### config.mk
export PLATFORM = sky130hd
export DESIGN_NAME = rgb_color_space_converter_top
export DESIGN_NICKNAME = d
export VERILOG_FILES = /design/src/rtl/rgbcsc_pkg.sv /design/src/rtl/rgbcsc_row.sv /design/src/rtl/rgbcsc_conv.sv /design/src/rtl/rgb_color_space_converter_top.sv
export SDC_FILE = /design/constraint.sdc
export NUM_CORES = 2
export LEC_CHECK = 0
export BUFFER_PORTS_ARGS = -buffer_cell sky130_fd_sc_hd__buf_4
export CORE_UTILIZATION = 28
export CTS_BUF_LIST = sky130_fd_sc_hd__clkbuf_2 sky130_fd_sc_hd__clkbuf_4 sky130_fd_sc_hd__clkbuf_8
export CTS_CLUSTER_SIZE = 20
export DETAILED_ROUTE_END_ITERATION = 16
export GPL_TIMING_DRIVEN = 0
export HOLD_SLACK_MARGIN = 0.1
export SLEW_MARGIN = 20
export SYNTH_ARGS = -nofsm -noshare
export SYNTH_HDL_FRONTEND = slang
export SYNTH_HIERARCHICAL = 1
export SYNTH_SLANG_ARGS = --single-unit
### constraint.sdc
create_clock -name i_clk -period 17.8 [get_ports i_clk]
set_input_delay 1.78 -clock i_clk [delete_from_list [all_inputs] [get_ports i_clk]]
set_output_delay 1.78 -clock i_clk [all_outputs]
set_load 0.02 [all_outputs]
### src/rtl/rgbcsc_pkg.sv
package rgbcsc_pkg;

    localparam int PIX_W   = 8;
    localparam int MODE_W  = 2;
    localparam int FRAC_W  = 16;
    localparam int COEF_W  = 17;
    localparam int PROD_W  = COEF_W + PIX_W + 1;
    localparam int OFFS_W  = 25;
    localparam int ACC_W   = PROD_W + 1;
    localparam int WHOLE_W = ACC_W - 1 - FRAC_W;
    localparam int NCHAN   = 3;

    localparam logic [PIX_W-1:0] CHAN_MAX = 8'd255;

    localparam logic [MODE_W-1:0] CONV_MODE_CMY = 2'd0;
    localparam logic [MODE_W-1:0] CONV_MODE_XYZ = 2'd1;
    localparam logic [MODE_W-1:0] CONV_MODE_YUV = 2'd2;

    typedef logic [MODE_W-1:0]        t_mode;
    typedef logic signed [COEF_W-1:0] t_coef;
    typedef logic signed [OFFS_W-1:0] t_offs;

    typedef struct packed {
        logic [PIX_W-1:0] red;
        logic [PIX_W-1:0] green;
        logic [PIX_W-1:0] blue;
    } t_pixel;

    typedef struct packed {
        logic [PIX_W-1:0] chan_first;
        logic [PIX_W-1:0] chan_second;
        logic [PIX_W-1:0] chan_third;
    } t_chan;

    // Coefficients in Q16, rounded to nearest
    localparam t_coef XYZ_COEF [NCHAN][NCHAN] = '{
        '{17'sd27031, 17'sd23434, 17'sd11824},
        '{17'sd13938, 17'sd46869, 17'sd4730},
        '{17'sd1267,  17'sd7811,  17'sd62274}
    };

    localparam t_coef YUV_COEF [NCHAN][NCHAN] = '{
        '{ 17'sd19595,  17'sd38470,  17'sd7471},
        '{-17'sd11076, -17'sd21758,  17'sd32768},
        '{ 17'sd32768, -17'sd27460, -17'sd5328}
    };

    localparam t_offs XYZ_OFFS [NCHAN] = '{25'sd0, 25'sd0, 25'sd0};
    localparam t_offs YUV_OFFS [NCHAN] = '{25'sd0, 25'sd8388608, 25'sd8388608};

endpackage

### src/rtl/rgbcsc_row.sv
module rgbcsc_row (
    input  rgbcsc_pkg::t_pixel                  i_pix,
    input  rgbcsc_pkg::t_coef                   i_coef_r,
    input  rgbcsc_pkg::t_coef                   i_coef_g,
    input  rgbcsc_pkg::t_coef                   i_coef_b,
    input  rgbcsc_pkg::t_offs                   i_offs,
    output logic [rgbcsc_pkg::PIX_W-1:0]        o_chan
);
    import rgbcsc_pkg::*;

    logic signed [PROD_W-1:0]  prod_r;
    logic signed [PROD_W-1:0]  prod_g;
    logic signed [PROD_W-1:0]  prod_b;
    logic signed [ACC_W-1:0]   acc;
    logic [WHOLE_W-1:0]        whole;

    assign prod_r = i_coef_r * $signed({1'b0, i_pix.red});
    assign prod_g = i_coef_g * $signed({1'b0, i_pix.green});
    assign prod_b = i_coef_b * $signed({1'b0, i_pix.blue});

    assign acc = ACC_W'(i_offs) + ACC_W'(prod_r) + ACC_W'(prod_g) + ACC_W'(prod_b);
    assign whole = acc[ACC_W-2:FRAC_W];

    // floor, then clamp to 0..255
    always_comb begin
        if (acc[ACC_W-1]) begin
            o_chan = '0;
        end else if (whole > WHOLE_W'(CHAN_MAX)) begin
            o_chan = CHAN_MAX;
        end else begin
            o_chan = whole[PIX_W-1:0];
        end
    end

endmodule

### src/rtl/rgbcsc_conv.sv
module rgbcsc_conv (
    input  rgbcsc_pkg::t_mode   i_mode,
    input  rgbcsc_pkg::t_pixel  i_pix,
    output rgbcsc_pkg::t_chan   o_chan
);
    import rgbcsc_pkg::*;

    logic                  is_yuv;
    logic [PIX_W-1:0]      mat_chan [NCHAN];

    assign is_yuv = (i_mode == CONV_MODE_YUV);

    for (genvar row = 0; row < NCHAN; row++) begin : g_row
        rgbcsc_row u_row (
            .i_pix    (i_pix),
            .i_coef_r (is_yuv ? YUV_COEF[row][0] : XYZ_COEF[row][0]),
            .i_coef_g (is_yuv ? YUV_COEF[row][1] : XYZ_COEF[row][1]),
            .i_coef_b (is_yuv ? YUV_COEF[row][2] : XYZ_COEF[row][2]),
            .i_offs   (is_yuv ? YUV_OFFS[row]    : XYZ_OFFS[row]),
            .o_chan   (mat_chan[row])
        );
    end

    always_comb begin
        case (i_mode)
            CONV_MODE_CMY: begin
                o_chan.chan_first  = CHAN_MAX - i_pix.red;
                o_chan.chan_second = CHAN_MAX - i_pix.green;
                o_chan.chan_third  = CHAN_MAX - i_pix.blue;
            end
            CONV_MODE_XYZ, CONV_MODE_YUV: begin
                o_chan.chan_first  = mat_chan[0];
                o_chan.chan_second = mat_chan[1];
                o_chan.chan_third  = mat_chan[2];
            end
            default: begin
                o_chan = '0;
            end
        endcase
    end

endmodule

### src/rtl/rgb_color_space_converter_top.sv
// RGB pixel converter: one 8-bit RGB pixel in, three 8-bit channels out, in the
// space picked by the mode register (0 CMY, 1 XYZ, 2 YUV with U/V offset 128,
// 3 gives all zeros). Matrix modes use Q16 coefficients; each sum is floored
// and clamped to 0..255. Two register stages (pixel register, result
// register) take one pixel per clock while the output is not stalled;
// the per-channel three-term constant multiply-add sits between them. Write
// the mode only while no pixel is in flight; the config port is always ready.
module rgb_color_space_converter_top (
    input  logic                i_clk,
    input  logic                i_rst_n,
    input  logic                i_in_valid,
    output logic                o_in_ready,
    input  rgbcsc_pkg::t_pixel  i_in_data,
    output logic                o_out_valid,
    input  logic                i_out_ready,
    output rgbcsc_pkg::t_chan   o_out_data,
    input  logic                i_cfg_valid,
    output logic                o_cfg_ready,
    input  rgbcsc_pkg::t_mode   i_cfg_data
);
    import rgbcsc_pkg::*;

    t_mode   r_mode;
    logic    r_pix_valid;
    t_pixel  r_pix;
    logic    r_out_valid;
    t_chan   r_out;
    t_chan   n_out;
    logic    out_free;

    assign out_free    = !r_out_valid || i_out_ready;
    assign o_in_ready  = !r_pix_valid || out_free;
    assign o_cfg_ready = 1'b1;
    assign o_out_valid = r_out_valid;
    assign o_out_data  = r_out;

    always_ff @(posedge i_clk) begin
        if (!i_rst_n) begin
            r_mode <= CONV_MODE_CMY;
        end else if (i_cfg_valid) begin
            r_mode <= i_cfg_data;
        end
    end

    always_ff @(posedge i_clk) begin
        if (!i_rst_n) begin
            r_pix_valid <= 1'b0;
        end else if (o_in_ready) begin
            r_pix_valid <= i_in_valid;
        end
    end

    always_ff @(posedge i_clk) begin
        if (o_in_ready && i_in_valid) begin
            r_pix <= i_in_data;
        end
    end

    rgbcsc_conv u_conv (
        .i_mode (r_mode),
        .i_pix  (r_pix),
        .o_chan (n_out)
    );

    always_ff @(posedge i_clk) begin
        if (!i_rst_n) begin
            r_out_valid <= 1'b0;
        end else if (out_free) begin
            r_out_valid <= r_pix_valid;
        end
    end

    always_ff @(posedge i_clk) begin
        if (out_free && r_pix_valid) begin
            r_out <= n_out;
        end
    end

endmodule

* Word-level counts from Yosys, hierarchy flattened
Index checks and enable logic that the tools add are counted.
W data, S select, Z words.
** Word-level totals
- Logic and storage cells :: 59
- Bits of input ports :: 31
- Output and inout port bits :: 27
- Bits in registers :: 52
** Operators by class
- $add $sub $neg :: 11
- Magnitude comparators :: 3
- Multipliers :: 9
- Multiplexer cells :: 17
- Reductions and logical operators :: 8
- Equal/unequal tests :: 2
** Operator list (count)
- $mul A17 B9 Y26 :: 4
- $add A27 B26 Y27 :: 3
- $mul A16 B8 Y24 :: 3
- $mux W17 :: 4
- $add A25 B26 Y27 :: 2
- $mux W16 :: 3
- $mux W8 :: 6
- $pmux W24 S2 :: 1
- $gt A10 B8 Y1 const B :: 3
- $mux W14 :: 2
- $add A27 B25 Y27 :: 1
- $add A25 B22 Y26 :: 1
- $add A23 B24 Y25 :: 1
- $mux W24 :: 1
- $sub A8 B8 Y8 const A :: 3
- $mul A15 B8 Y23 :: 1
- $mul A14 B8 Y22 :: 1
- $eq A2 B1 Y1 const B :: 1
- $eq A2 B2 Y1 const B :: 1
- $logic_and A1 B1 Y1 :: 2
- $logic_not A1 Y1 :: 2
- $logic_not A2 Y1 :: 1
- $logic_or A1 B1 Y1 :: 2
- $reduce_or A2 Y1 :: 1

* Logic depth before layout (Yosys ltp)
- Depth after elaboration :: 10
- Depth in mapped cells :: 29
- Mapped depth without buffers :: 28

* Hierarchy
Netlist, hierarchy kept.
** Modules (own cells, without submodules)
- rgbcsc_row at u_conv.g_row[0].u_row ... :: seq. area each 0.0 um^2, area each 15657.5 um^2, cells each 1674, times used 2
- rgbcsc_row at u_conv.g_row[2].u_row :: seq. area each 0.0 um^2, area each 15807.7 um^2, cells each 1704, times used 1
- rgb_color_space_converter_top :: seq. area each 1521.5 um^2, area each 1629.1 um^2, cells each 65, times used 1
- rgbcsc_conv :: seq. area each 0.0 um^2, area each 516.7 um^2, cells each 86, times used 1

* Worst setup path before layout
No wires, ideal clock.
- Kind :: register -> register
- From :: reg r_mode[0]
- To :: reg r_out, in the netlist o_out_data[20] (data pin)
- Buffers on the path :: 0
- Setup slack :: 2447 ps
- Library setup time :: 146 ps
- Period minus slack after synthesis :: 15353 ps
- Data arrival time :: 15207 ps
- Required time :: 17654 ps
- Stages on the path, launching flop included :: 27
- Cells stage by stage :: dfxtp_1 > inv_1 > ha_1 > inv_1 > and2_1 > fa_1 > inv_1 > fa_1 > inv_1 > fa_1 > fa_1 > fa_1 > fa_1 > inv_1 > fa_1 > inv_1 > ha_1 > a21o_1 > a21oi_2 > o21ai_2 > a2111oi_4 > a211oi_2 > a221oi_2 > xnor2_2 > o41a_1 > nand2_1 > a21oi_1
** RTL lines
- start, declared :: line rgb_color_space_converter_top.sv:23 : t_mode r_mode;
- start signal, assigned :: line rgb_color_space_converter_top.sv:41 : r_mode <= i_cfg_data;
- end signal, assigned :: line rgb_color_space_converter_top.sv:75 : r_out <= n_out;
- end, declared :: line rgb_color_space_converter_top.sv:27 : t_chan r_out;

==> impl_metrics.py <==
metrics = {
    "synthesis": {
        "synth.largest_area_cell": "fa_1",
        "synth_compound_area_share_pct": 3.246,
        "yosysWarnings": 6,
        "synth.avg_cell_area_um2": 9.469,
        "synth-xor-area-share_pct": 1.201,
        "synthAdderAreaFrac_pct": 63.43,
        "yosys.area_share.simple_pct": 15.31,
        "syn_area_um2": 49270,
        "synth-main-ff-cell": "edfxtp_1",
        "synth-seq-cells": 52,
        "ys_types": 79,
        "yosysSeqAreaShare_pct": 3.088,
        "synthDominantCellAreaShare_pct": 53.76,
        "synth_top_family_by_area": "adder cells",
        "async_reset_ff_share_pct": 0,
        "synth_cells": 5203,
        "synth_edf_count": 48,
        "muxShareOfSynthArea_pct": 0.08634,
        "ys_top_cells_by_area": "fa_1 54%, inv_1 13%, and2_1 10%, ha_1 9.7%, nand2_1 3.6%",
    },
    "clocking": {
        "clk_pin_slew_worst_paths_ns": 0.13,
        "clock_sinks": 52,
        "ctsResizeCount": 0,
        "cts_buffers": 5,
        "root_buffer": "clkbuf_8",
        "cts_hold_buf": 0,
        "cts_max_level": 2,
        "clk_latency_ns": 0.40,
        "clock_path_buffers": 2,
        "cts_tree": "yes",
        "cts_setup_buffers": 0,
    },
    "routing": {
        "via_per_inst": 3.932,
        "wl_um": 115000,
        "routedWlPerCell_um": 13.83,
        "drt-initial-drc-count": 1204,
        "drt_pass1_iterations": 5,
        "drc": 0,
        "vias": 32698,
        "ant_nets": 0,
    },
    "worst_setup_path": {
        "path_max_fanout": 139,
        "cp.arrival_ns": 9.15,
        "worstSetupPathType": "reg2reg",
        "crit_slowest_cell": "fa_1",
        "required_ns": 18.00,
        "rrSetupSlack_ns": 8.85,
        "cp-end-kind": "register",
        "start_kind": "register",
        "cpMostUsedCell": "fa_1",
        "cpPeakStageDelay_ns": 0.52,
    },
    "global_routing": {
        "antenna_found_initial": 7,
        "grt-ovfl-total": 0,
        "grt_first_pass_wirelength_um": 192800,
        "grt.total_usage_pct": 13.80,
        "grt_max_degree": 153,
        "grt_pass1_vias": 36798,
    },
    "timing": {
        "slew_viol_final": 0,
        "rsz0062_at_grt": "false",
        "setup_viol": 0,
        "fmax_mhz": 111.7,
        "hold_violations": 0,
        "period_share_pct": 50.30,
        "worst_pin_slew_ns": 1.164,
        "finalCriticalPeriod_ns": 8.953,
        "finClkSkew_ns": 0.02485,
        "slew_headroom_pct": 22.42,
    },
    "min_path": {
        "hp-class": "reg2reg",
    },
    "floorplanning": {
        "die_area_um2": 177600,
        "io_pins": 58,
        "coreArea_um2": 174400,
        "die-height_um": 421.5,
        "die_w_um": 421.5,
        "initial_core_util_pct": 28.25,
        "rows": 153,
    },
    "job": {
        "drv_cap": 0,
    },
    "final_layout": {
        "instances_no_fill": 8315,
        "fill_cells": 18095,
        "final-seq-area_um2": 1521,
        "finalNetCount": 7718,
        "syn2layout_area_growth_pct": 14.08,
        "multi_input_area_um2": 43600,
        "layout-drive-gt1-share_pct": 2.991,
    },
    "placement": {
        "gp_congestion": 0.8728,
        "place_inst": 8301,
        "port_buffers": 56,
        "hpwl_um": 104600,
    },
    "status": {
        "status": "finished clean",
    },
}
[critical path: cells and delay by family, from the launching register on]
| kind | cells | cell delay [ns] |
|---|---|---|
| and+or+nand+nor | 4 | 1.03 |
| adders and majority gates | 9 | 4.11 |
| buffers and inverters | 8 | 1.21 |
| AOI/OAI and AO/OA | 7 | 1.71 |
| DFF | 1 | 0.47 |
[cell type report]
type / count / share of cell area (%)
Multi-Input combinational cell: 4043 / 77.57
Inverter: 1683 / 11.25
Tap cell: 2325 / 5.176
Sequential cell: 52 / 2.707
Timing Repair Buffer: 100 / 2.402
Buffer: 98 / 0.6968
Clock buffer: 5 / 0.1224
Clock inverter: 3 / 0.04898
Antenna cell: 6 / 0.02671
[state kept, by name, indices dropped and copies added, names as in the netlist]
signal / count
o_out_valid: 1
r_mode: 2
r_pix: 24
r_pix_valid: 1
o_out_data: 24
[cells in the mapped netlist, types with 10 or more instances]
cell / count
a21o_1: 18
a21oi_1: 69
a21oi_2: 17
and2_1: 818
clkbuf_1: 90
edfxtp_1: 48
fa_1: 1323
ha_1: 381
inv_1: 1683
nand2_1: 468
nand2b_1: 20
nand3_1: 10
nor2_1: 21
o21a_1: 18
o21ai_0: 13
xnor2_1: 48
xor2_1: 14
[layer usage]
metal,GRT usage [%],up-vias,share of wire (%)
met1,17.75,16714,43
met4,3.055,2,2.5
met2,25.25,330,52
met3,0.8108,109,2.0
li1,-,15543,-
met5,0,-,0.011
[metrics by stage]
stage | cell area, um^2 | util (%) | setup TNS [ns] | hold WS [ns] | setup slack [ns]
after CTS | 56190 | 32.22 | 0 | 0.5409 | 8.859
after global placement | 55120 | 31.61 | -320.42 | 0.5209 | -13.58
final | 56200 | 32.23 | 0 | 0.5473 | 8.847
after global routing | 56190 | 32.22 | 0 | 0.5479 | 8.479
after floorplan | 51790 | - | 0 | 0.5119 | 2.447
after detailed placement | 56090 | 32.16 | 0 | 0.5438 | 8.922
[logic make-up (layout without fill, tap and decap cells)]
family,count (synthesis),after routing
other,3,682
AO/OA/AOI/OAI,205,205
AND/OR/NAND/NOR,1389,1389
adder cells (fa/ha/maj),1704,1704
flip-flops,52,52
buffers and inverters,1781,1889
multiplexers,4,4
XOR/XNOR,65,65
[worst paths after layout]
check / start / to / cells past startpoint
max reg2reg: r_mode[1] / o_out_data[10] / 28
min reg2reg: o_out_valid / r_pix_valid / 2
min: o_out_valid / r_pix_valid / 2
max: r_mode[1] / o_out_data[10] / 28
[placed cells by master, fill, tap and decap left out, types with 6 or more instances in the layout]
| master | n |
|---|---|
| a21o_1 | 18 |
| a21oi_1 | 68 |
| a21oi_2 | 17 |
| and2_1 | 818 |
| buf_16 | 21 |
| buf_4 | 57 |
| buf_8 | 20 |
| clkbuf_1 | 90 |
| conb_1 | 676 |
| diode_2 | 6 |
| edfxtp_1 | 48 |
| fa_1 | 1323 |
| ha_1 | 380 |
| inv_1 | 1682 |
| nand2_1 | 468 |
| nand2b_1 | 20 |
| nand3_1 | 10 |
| nor2_1 | 21 |
| nor3_1 | 6 |
| nor3b_1 | 6 |
| o211ai_1 | 7 |
| o21a_1 | 18 |
| o21ai_0 | 13 |
| o21ai_1 | 7 |
| xnor2_1 | 48 |
| xor2_1 | 14 |
Power is left out: the tool's default activity adds up to more than one toggle a clock period on the data nets, which glitch-free logic cannot reach.
